File: src/rpwc_pkg.sv
// Package for the radix partition write combiner.
// Holds word types, table entry layout, register indexes and fixed constants.
// No dependencies.
package rpwc_pkg;

	// Keys per cache line, and the key slots a partition buffers before the line goes out
	localparam int LINE_ENTRIES = 4;
	localparam int BUF_SLOTS    = LINE_ENTRIES - 1;
	localparam int QUEUE_DEPTH  = 4;
	localparam int CFG_INDEX_W  = 2;
	localparam int CFG_DATA_W   = 18;

	// Configuration register indexes
	localparam logic [CFG_INDEX_W-1:0] CFG_PARTITION_BITS    = 2'd0;
	localparam logic [CFG_INDEX_W-1:0] CFG_ENTRIES_PER_BLOCK = 2'd1;

	// Input commands
	localparam logic CMD_KEY   = 1'b0;
	localparam logic CMD_FLUSH = 1'b1;

	typedef struct packed {
		logic        cmd;
		logic [63:0] key;
		logic [11:0] flush_partition;
	} item_word_t;

	typedef struct packed {
		logic [11:0] partition;
		logic [31:0] block_index;
		logic [16:0] offset_in_block;
		logic [2:0]  entry_count;
		logic [63:0] key_first;
		logic [63:0] key_second;
		logic [63:0] key_third;
		logic [63:0] key_fourth;
		logic        block_full;
		logic [39:0] partition_total;
	} line_word_t;

	typedef struct packed {
		logic [3:0]  partition_bits;
		logic [17:0] entries_per_block;
	} cfg_t;

	// Classified word between front and back
	typedef struct packed {
		logic        cmd;
		logic [11:0] part;
		logic [63:0] key;
	} qitem_t;

	// Per-partition table entry
	typedef struct packed {
		logic [1:0]  fill;
		logic [17:0] target;
		logic [23:0] filled;
	} part_state_t;

	// Write record before the index and total arithmetic
	typedef struct packed {
		logic [11:0]                  part;
		logic [23:0]                  filled;
		logic [17:0]                  target;
		logic [2:0]                   count;
		logic [LINE_ENTRIES-1:0][63:0] keys;
		logic                         full;
	} rec_t;

endpackage

File: src/rpwc_queue.sv
// Short queue between the classifying front end and the table back end.
// Depends on rpwc_pkg.
module rpwc_queue import rpwc_pkg::*; (
	input  logic   clk,
	input  logic   arst_n,
	input  logic   push,
	input  qitem_t push_item,
	output logic   full,
	output logic   valid,
	output qitem_t head,
	input  logic   pop
);

	localparam int PW = $clog2(QUEUE_DEPTH);

	qitem_t        slots_q [QUEUE_DEPTH];
	logic [PW-1:0] wr_ptr_q, rd_ptr_q;
	logic [PW:0]   count_q;

	assign full  = (count_q == (PW+1)'(QUEUE_DEPTH));
	assign valid = (count_q != '0);
	assign head  = slots_q[rd_ptr_q];

	always_ff @(posedge clk) begin
		if (push) begin
			slots_q[wr_ptr_q] <= push_item;
		end
	end

	// Advance pointers and track occupancy
	always_ff @(posedge clk or negedge arst_n) begin
		if (!arst_n) begin
			wr_ptr_q <= '0;
			rd_ptr_q <= '0;
			count_q  <= '0;
		end else begin
			if (push) begin
				wr_ptr_q <= wr_ptr_q + 1'b1;
			end
			if (pop) begin
				rd_ptr_q <= rd_ptr_q + 1'b1;
			end
			if (push && !pop) begin
				count_q <= count_q + 1'b1;
			end else if (pop && !push) begin
				count_q <= count_q - 1'b1;
			end
		end
	end

	a_no_overflow: assert property (@(posedge clk) disable iff (!arst_n)
		!(push && full)) else $error("queue overflow");
	a_no_underflow: assert property (@(posedge clk) disable iff (!arst_n)
		!(pop && !valid)) else $error("queue underflow");
	a_count_ptrs: assert property (@(posedge clk) disable iff (!arst_n)
		PW'(wr_ptr_q - rd_ptr_q) == count_q[PW-1:0]) else $error("queue count mismatch");

endmodule

File: config.mk
export PLATFORM = sky130hd
export DESIGN_NAME = rpwc_queue
export DESIGN_NICKNAME = d
export VERILOG_FILES = /design/src/rpwc_pkg.sv /design/src/rpwc_queue.sv
export SDC_FILE = /design/constraint.sdc
export NUM_CORES = 1
export LEC_CHECK = 0
export ABC_AREA = 1
export BUFFER_PORTS_ARGS = -buffer_cell sky130_fd_sc_hd__clkbuf_2
export CORE_MARGIN = 2
export CORE_UTILIZATION = 30
export DETAILED_ROUTE_END_ITERATION = 10
export PLACE_DENSITY = 0.47
export SYNTH_ARGS = -nofsm -noshare
export SYNTH_HDL_FRONTEND = slang
export SYNTH_SLANG_ARGS = --single-unit
File: constraint.sdc
create_clock -name clk -period 6.05 [get_ports clk]
set_clock_uncertainty 0.05 [all_clocks]
set_input_delay 0.605 -clock clk [delete_from_list [all_inputs] [get_ports clk]]
set_output_delay 0.605 -clock clk [all_outputs]
set_load 0.03 [all_outputs]
==> results.cfg <==
[pwr]
clkPwrFrac_pct = 26.6
p_total_mw = 8.12
seqPwrFrac_pct = 38.1
peakVddDrop_mv = 0.243
power_switching_mw = 3.19
p_per_area_nw_per_um2 = 541
comb_power_share_pct = 35.3
swShare_pct = 39.2
leakage_nw = 5.98
p_int_mw = 4.94

[timing]
final_hold_viol_count = 0
finalCritPeriodShare_pct = 58.3
finalHoldWorstSlack_ps = 263
drv_slew = 0
min_period_ps = 3530
tightest_slew_ps = 1000
finalSetupViolations = 0
fmax_mhz = 283
max_slew_margin_pct = 33.0
setup-tns-final_ps = 0
rsz0062_at_grt = no

[logic_synthesis]
synth_area_um2 = 12500
avgSynthCellArea_um2 = 13.2
async_reset_ff_share_pct = 2.22
synth.distinct_cells = 19
ys_seq_area_share_pct = 75.1
synth_warnings = 0
ys_ff_latch = 315
syn-instance-count = 947
syn_nets = 1034
synth_flop_cell = edfxtp_1
synth-edff-count = 308

[grt]
grt_pass1_wl_um = 42300
grt_usage_pct = 12.7
antenna_found_initial = 1
grt_pass1_vias = 7147
grt_max_degree = 153
grt_overflow = 0

[die]
core_area_um2 = 41000
ios = 160
num_rows = 74
die_w_um = 208
floorplan.initialDensity_pct = 30.6
design.die.area_um2 = 43500
die_h_um = 208

[worst_setup_path]
slowest_stage = dfrtp_4
ff2ff_setup_slack_ps = 3530
r2r-start = wr_ptr_q[0]
r2r-end = slots_q[0][11]
arrival_ps = 2870
cp_max_fo = 90
startpoint_type = flip-flop
startpoint = rd_ptr_q[0]
setup.worst_path.end_class = output port
reg2reg_depth = 5
critPathKind = reg -> out
cp_cell_sequence = buf_4 -> o211ai_1 -> nand2_1 -> clkbuf_2
worstPathRequired_ps = 5390
cpPeakStageDelay_ps = 1020
crit_end = head[48]

[drt]
ant_nets = 0
wire_per_inst_um = 16.4
drc = 0
vias_per_cell = 4.40
routed_wl_um = 27300
vias = 7308
initialDrtViolationCount = 311
first_pass_iters = 4

[placed_design]
hpwl_um = 15300
globalplace.congestion = 0.672
io_buffer_count = 159

[flow_run]
cap_violations = 0

[clock_tree]
cts_setup_buffers = 0
clockRootBuffer = clkbuf_16
htreeDepth = 2
clk_pin_slew_ps = 60
cts_tree = built
cts_buffers = 37
cts_sinks = 315
cts.path.max_buffers = 3
clk_latency_ps = 510

[min_path]
min_path_type = in -> reg

[finish]
synthToLayoutAreaGrowth_pct = 19.7
n_antenna_cell = 0
drive_gt1_share_pct = 19.7
final_nets = 1191
finalCoreUtilization_pct = 36.6

[status]
status = finished clean
cells in the final DEF, fill, tap and decap left out, types with 8 or more instances in the layout:
master / count
buf_4: 9
clkbuf_1: 10
clkbuf_16: 37
clkbuf_2: 159
clkinv_1: 8
clkinv_2: 10
edfxtp_1: 308
inv_1: 161
nand2_1: 245
o211ai_1: 154
sequential cells by signal (all words and copies together), names as in the netlist:
| register | count |
|---|---|
| wr_ptr_q | 2 |
| count_q | 3 |
| slots_q | 308 |
| rd_ptr_q | 2 |
metrics by stage:
step	instance area (um2)	setup slack, ps	cells
global placement	13800	3000	1596
global route	15000	2250	1662
floorplan	12500	3170	947
finish	15000	2520	1662
detailed placement	13800	2980	1596
CTS	15000	2420	1662
power groups by stage:
stage          Combinational [mW]  Clock (mW)  Sequential (mW)
2_1_floorplan                2.19           0             3.00
3_3_place_gp                 2.93           0             3.15
3_5_place_dp                 2.94           0             3.15
4_1_cts                      2.94        2.23             3.11
5_1_grt                      3.15        2.32             3.15
6_report                     2.86        2.16             3.10
how the worst min path moves through the flow:
stage / startpoint / to / slack, ps / cells after the start
after floorplan: arst_n / count_q[0] / 260 / 0
after global placement: count_q[2] / count_q[2] / 400 / 2
after detailed placement: arst_n / count_q[1] / 420 / 1
after CTS: push_item[71] / slots_q[1][71] / 230 / 1
after global routing: push_item[73] / slots_q[1][73] / 240 / 1
final: push_item[9] / slots_q[1][9] / 260 / 1
synth_stat cells, types with 3 or more instances:
library cell	n	share of area [%]
buf_2	41	1.6
buf_4	6	0.36
clkbuf_1	4	0.12
dfrtp_1	7	1.4
edfxtp_1	308	74
ha_1	5	0.50
inv_1	165	4.9
nand2_1	245	7.3
o211ai_1	154	9.2
xor2_1	3	0.21
logic make-up (layout without fill, tap and decap cells):
group	Yosys count	count (layout)	synth area share, %
AOI/OAI and AO/OA	155	155	9.26
adders and majority gates	6	6	0.658
and+or+nand+nor	249	249	7.49
xor gates and xnor gates	4	4	0.279
DFF	315	315	75.1
buffers and inverters	218	401	7.17
routing by layer:
layer	routed length (um)	global-route usage [%]	up-vias	share of wire, %
met3	1150	2.76	47	4.2
li1	-	-	3598	-
met2	12500	20.1	121	46
met1	13000	17.4	3540	48
met4	615	4.07	2	2.3
met5	13	0	-	0.048
critical path: cells and delay by family, from the launching register on:
kind            cells  cell delay, ps
simple gates        1             120
flops               1            1020
buf+inv             2             910
compound gates      1             250
what timing repair did:
action                                 CTS  global route
gates resized for setup                  0             0
hold buffers                             1             0
endpoints found under the hold margin    7             0
setup endpoints to repair                0             0
layout make-up:
cell class	instances	area, um2
clock buffer	47	963
tap	532	666
inverter	166	629
multi-input combinational	414	2220
fill	3976	26000
clock inverter	18	205
sequential	315	9430
timing repair buffer	170	893
No activity file was read; power rests on OpenSTA's default activity.
