File: config.mk
export PLATFORM = sky130hd
export DESIGN_NAME = rpwc_front
export DESIGN_NICKNAME = d
export VERILOG_FILES = /design/src/rpwc_pkg.sv /design/src/rpwc_front.sv
export SDC_FILE = /design/constraint.sdc
export NUM_CORES = 1
export LEC_CHECK = 0
export BUFFER_PORTS_ARGS = -buffer_cell sky130_fd_sc_hd__buf_2
export CAP_MARGIN = 20
export CORE_MARGIN = 10
export CORE_UTILIZATION = 46
export DETAILED_ROUTE_END_ITERATION = 6
export PLACE_DENSITY_LB_ADDON = 0.15
export SETUP_SLACK_MARGIN = 0.3
export SYNTH_ARGS = -nofsm -noshare
export SYNTH_HDL_FRONTEND = slang
export SYNTH_SLANG_ARGS = --single-unit
File: constraint.sdc
create_clock -name clk -period 9 [get_ports clk]
set_clock_uncertainty 0.15 [all_clocks]
set_input_delay 0 -clock clk [delete_from_list [all_inputs] [get_ports clk]]
set_output_delay 0 -clock clk [all_outputs]
set_load 0.05 [all_outputs]
File: src/rpwc_pkg.sv
// Package for the radix partition write combiner.
// Holds word types, table entry layout, register indexes and fixed constants.
// No dependencies.
package rpwc_pkg;

	// Keys per cache line, and the key slots a partition buffers before the line goes out
	localparam int LINE_ENTRIES = 4;
	localparam int BUF_SLOTS    = LINE_ENTRIES - 1;
	localparam int QUEUE_DEPTH  = 4;
	localparam int CFG_INDEX_W  = 2;
	localparam int CFG_DATA_W   = 18;

	// Configuration register indexes
	localparam logic [CFG_INDEX_W-1:0] CFG_PARTITION_BITS    = 2'd0;
	localparam logic [CFG_INDEX_W-1:0] CFG_ENTRIES_PER_BLOCK = 2'd1;

	// Input commands
	localparam logic CMD_KEY   = 1'b0;
	localparam logic CMD_FLUSH = 1'b1;

	typedef struct packed {
		logic        cmd;
		logic [63:0] key;
		logic [11:0] flush_partition;
	} item_word_t;

	typedef struct packed {
		logic [11:0] partition;
		logic [31:0] block_index;
		logic [16:0] offset_in_block;
		logic [2:0]  entry_count;
		logic [63:0] key_first;
		logic [63:0] key_second;
		logic [63:0] key_third;
		logic [63:0] key_fourth;
		logic        block_full;
		logic [39:0] partition_total;
	} line_word_t;

	typedef struct packed {
		logic [3:0]  partition_bits;
		logic [17:0] entries_per_block;
	} cfg_t;

	// Classified word between front and back
	typedef struct packed {
		logic        cmd;
		logic [11:0] part;
		logic [63:0] key;
	} qitem_t;

	// Per-partition table entry
	typedef struct packed {
		logic [1:0]  fill;
		logic [17:0] target;
		logic [23:0] filled;
	} part_state_t;

	// Write record before the index and total arithmetic
	typedef struct packed {
		logic [11:0]                  part;
		logic [23:0]                  filled;
		logic [17:0]                  target;
		logic [2:0]                   count;
		logic [LINE_ENTRIES-1:0][63:0] keys;
		logic                         full;
	} rec_t;

endpackage

File: src/rpwc_front.sv
// Front end: accepts words, extracts the bucket and reduces it modulo PARTITIONS.
// Depends on rpwc_pkg.
module rpwc_front import rpwc_pkg::*; #(
	parameter int PARTITIONS = 256
) (
	input  logic       clk,
	input  logic       arst_n,
	input  cfg_t       cfg,
	input  logic       hold,
	input  logic       item_valid,
	input  item_word_t item,
	output logic       item_stall,
	output logic       push,
	output qitem_t     push_item,
	input  logic       q_full
);

	localparam int RECIP = 65536 / PARTITIONS;

	logic        valid_s1, valid_s2;
	logic        cmd_s1, cmd_s2;
	logic [63:0] key_s1, key_s2;
	logic [14:0] raw_s1, raw_s2;
	logic [14:0] quo_s1;
	logic [11:0] part_s2;
	logic        adv_s1, adv_s2, accept;
	logic [14:0] top_bits, raw;
	logic [3:0]  shamt;
	logic [30:0] prod;
	logic [27:0] back_prod;
	logic [15:0] rem, rem_fix;

	assign adv_s2     = valid_s2 && !q_full;
	assign adv_s1     = valid_s1 && (!valid_s2 || adv_s2);
	assign item_stall = hold || (valid_s1 && !adv_s1);
	assign accept     = item_valid && !item_stall;

	// Pick the raw bucket: top bits of the key, or the flush partition
	always_comb begin
		top_bits = item.key[63:49];
		shamt    = 4'(15 - int'(cfg.partition_bits));
		if (item.cmd == CMD_FLUSH) begin
			raw = {3'b000, item.flush_partition};
		end else if (cfg.partition_bits == 4'd0) begin
			raw = '0;
		end else begin
			raw = top_bits >> shamt;
		end
		prod = 31'(raw) * 31'(RECIP);
	end

	// Estimate the quotient, low by at most one
	always_ff @(posedge clk or negedge arst_n) begin
		if (!arst_n) begin
			valid_s1 <= 1'b0;
		end else if (accept) begin
			valid_s1 <= 1'b1;
		end else if (adv_s1) begin
			valid_s1 <= 1'b0;
		end
	end

	always_ff @(posedge clk) begin
		if (accept) begin
			cmd_s1 <= item.cmd;
			key_s1 <= item.key;
			raw_s1 <= raw;
			quo_s1 <= prod[30:16];
		end
	end

	// Remainder with one correction step
	always_comb begin
		back_prod = 28'(quo_s1) * 28'(PARTITIONS);
		rem       = 16'({1'b0, raw_s1}) - back_prod[15:0];
		rem_fix   = (rem >= 16'(PARTITIONS)) ? rem - 16'(PARTITIONS) : rem;
	end

	always_ff @(posedge clk or negedge arst_n) begin
		if (!arst_n) begin
			valid_s2 <= 1'b0;
		end else if (adv_s1) begin
			valid_s2 <= 1'b1;
		end else if (adv_s2) begin
			valid_s2 <= 1'b0;
		end
	end

	always_ff @(posedge clk) begin
		if (adv_s1) begin
			cmd_s2  <= cmd_s1;
			key_s2  <= key_s1;
			raw_s2  <= raw_s1;
			part_s2 <= rem_fix[11:0];
		end
	end

	assign push           = adv_s2;
	assign push_item.cmd  = cmd_s2;
	assign push_item.part = part_s2;
	assign push_item.key  = key_s2;

	a_part_in_range: assert property (@(posedge clk) disable iff (!arst_n)
		valid_s2 |-> (32'(part_s2) < 32'(PARTITIONS))) else $error("partition out of range");
	a_part_not_above_raw: assert property (@(posedge clk) disable iff (!arst_n)
		valid_s2 |-> (15'(part_s2) <= raw_s2)) else $error("remainder above bucket");
	a_hold_stalls: assert property (@(posedge clk) disable iff (!arst_n)
		hold |-> !accept) else $error("word taken during clear");

endmodule

==> metrics.md <==
| Metric | Value |
|---|---|
| Status | complete, no violations |
| Routability-driven placement congestion ratio | 0.8988 |
| Filler Cells Inserted | 761 |
| Ys async rst share | 1.351% |
| Root buf cell | clkbuf_16 |
| Die Span Y | 126.8 um |
| Clk_lat worst skew | 400 ps |
| Slowest cell on the critical path | dlygate4sd3_1 |
| Largest net degree at the start of global routing | 75 |
| Post-route total power | 0.001617 W |
| IO buf count | 156 |
| DR iter-0 viols | 221 |
| Post-Route WL | 11.53 mm |
| P&R area growth vs syn | 42.78% |
| Mapped Cells | 244 |
| Nets | 596 |
| Fin crit share | 26.40% |
| RSZ-0062 raised after global routing | false |
| Post-CTS Setup Bufs | 0 |
| Routed vias | 3059 |
| Part of the power in registers | 50.3% |
| Max Cap Violations | 0 |
| Clock power frac | 37.2% |
| Core Area | 0.01098 sq mm |
| Pre-Repair DR Iteration Count | 4 |
| Net Sw Frac | 24.42% |
| Hold Path Class | in2reg |
| Vias in the first global route | 3344 |
| Fin crit period | 2376 ps |
| Chip width | 126.8 um |
| Final Hold Fails | 0 |
| Post-synthesis sequential area ratio | 84.56% |
| Kind of critical path | in2reg |
| Commonest non-fill, non-tap cell in the layout | buf_2 |
| Die Area | 0.01607 sq mm |
| Area contributors post-synth | edfxtp_1 (84%), mux2i_1 (3.2%), mux4_1 (1.5%) |
| WP data arrival | 2380 ps |
| EDFF count, synth | 146 |
| Total power density per cell area | 216.0 mW/mm^2 |
| Worst VDD drop | 0.1536 mV |
| Max-slew violations | 0 |
| Crit path largest cell delay | 560 ps |
| CP Data Required Time | 9000 ps |
| Yosys warning count | 0 |
| Detailed placer's ending HPWL | 7.655 mm |
| Worst-Margin Slew | 960.8 ps |
| Setup tns final | 0 ps |
| Fin Hold WS | 74.49 ps |
| Top cell type's share of synthesized area | 83.61% |
| Total clock buffers created by CTS | 17 |
| Endpoint type of the worst setup path | flip-flop |
| Grt total ovfl | 0 |
| Max Freq | 420.9 MHz |
| Gate power share | 12.5% |
| I/O pins | 183 |
| Avg WL per Cell | 17.85 um |
| Site Rows | 38 |
| Syn_area_per_cell | 21.49 sq um |
| Setup violations, final | 0 |
| Startpoint Class | primary input |
| Share of cells above drive strength 1 | 39.80% |
| # clock sinks | 148 |
| LEAKAGE | 2.919 nW |
| GRT Overall Usage | 14.33% |
| Psw | 0.0003950 W |
| Initial Util | 47.74% |
| Clk slew on worst S/H paths | 60 ps |
| CP most frequent cell | dlygate4sd3_1 |
| Initial antenna violation count | 1 |
| Max_slew headroom | 35.95% |
| Int Pwr | 0.001222 W |
| Antenna Violating Nets Remaining | 0 |
| Leading cell types in the layout, fill and taps excluded | buf_2 (156), edfxtp_1 (146), dlygate4sd3_1 (82), mux2i_1 (17), clkbuf_16 (17) |
| Critical-path cell list | dlygate4sd3_1 -> buf_2 -> mux4_1 -> mux2_2 -> a221oi_2 -> a21oi_1 -> dlygate4sd3_1 |
| Htree depth | 4 |
| Unique cell type count in the Yosys netlist | 39 |
| Post-Synthesis Cell Area | 0.005244 sq mm |
| Via density per instance | 4.735 |
| Post-synth top flop | edfxtp_1 |
| Largest area contributor in the netlist | edfxtp_1 |
| Crit Path Max Fanout | 5 |
| CTS tree | done |
| Flops & latches, synth | 148 |
| # DRC | 0 |
| Clock Tree Buf Depth | 2 |
| First-pass GRT wire length | 17.92 mm |
-- logic make-up (layout without fill, tap and decap cells) --
family | count (synthesis) | in the layout | synth area share, %
other cells | 1 | 5 | 0.07151
compound gates | 26 | 26 | 3.794
simple gates | 26 | 26 | 2.768
buf+inv | 16 | 274 | 1.909
flops | 148 | 148 | 84.56
mux | 27 | 27 | 6.896
-- metal layers --
layer | global-route usage [%] | part of all wire, % | up-vias
met2 | 22.75 | 50 | 123
met4 | 5.358 | 0.81 | 0
met3 | 5.206 | 7.3 | 8
met1 | 17.63 | 42 | 1457
met5 | 0 | 0 | -
li1 | - | - | 1471
-- final timing paths --
check / from / to / slack (ps) / cells after the start
setup / recovery: item[74] / raw_s1[3] / 6620 / 7
hold / removal: cfg[21] / raw_s1[7] / 70 / 3
setup reg to reg: valid_s2 / key_s1[3] / 6980 / 2
hold reg to reg: key_s1[34] / key_s2[34] / 260 / 0
max in group asynchronous: arst_n / valid_s2 / 8270 / 3
min in group asynchronous: arst_n / valid_s1 / 310 / 3
-- registers in the layout (all words and copies together), names as in the netlist --
register,cells
part_s2,8
key_s1,64
valid_s1,1
key_s2,64
cmd_s1,1
valid_s2,1
cmd_s2,1
raw_s1,8
-- worst max-delay path, delay by kind of cell --
family	cells	cell delay, ps
muxes	2	850
buffers and inverters	3	1240
AOI/OAI and AO/OA	2	290
-- per-stage QoR --
stage | setup slack [ps] | cells | instance area, sq um | utilization (%)
CTS | 6627 | 645 | 7485 | 68.15
floorplan | 2552 | 247 | 5255 | -
global placement | 6872 | 531 | 6143 | 55.94
detailed placement | 6860 | 531 | 6143 | 55.94
finish | 6624 | 646 | 7487 | 68.17
global route | 6555 | 646 | 7487 | 68.17
-- power by group through the flow --
stage	Combinational [W]	Sequential (W)	Clock, W
2_1_floorplan	0.0000537	0.000899	0
3_3_place_gp	0.000172	0.000825	0
3_5_place_dp	0.000174	0.000828	0
4_1_cts	0.000204	0.000814	0.000619
5_1_grt	0.000214	0.000817	0.000650
6_report	0.000201	0.000814	0.000602
-- cell type report --
| cell class | count | area (sq um) | area share [%] |
|---|---|---|---|
| multi-input cells | 83 | 734.5 | 9.809 |
| clock buffers | 19 | 432.9 | 5.782 |
| diodes | 1 | 2.502 | 0.03342 |
| clock inverters | 13 | 87.58 | 1.170 |
| flip-flops and latches | 148 | 4434 | 59.22 |
| well taps | 140 | 175.2 | 2.340 |
| inverters | 3 | 11.26 | 0.1504 |
| repair buffers | 239 | 1609 | 21.49 |
-- cell usage after synthesis, types with 3 or more instances --
library cell  instances
mux4_1                3
buf_4                 6
edfxtp_1            146
inv_1                 3
mux2i_1              17
clkbuf_1              3
mux2_2                4
mux4_2                3
a21oi_1               7
nor2b_1               5
nand2_1               9
-- timing repair --
| action | CTS | global route |
|---|---|---|
| hold buffers | 82 | 0 |
| hold endpoints to repair | 77 | 0 |
| resized for setup | 0 | 0 |
Note: power is estimated with default switching activity, not from simulation.
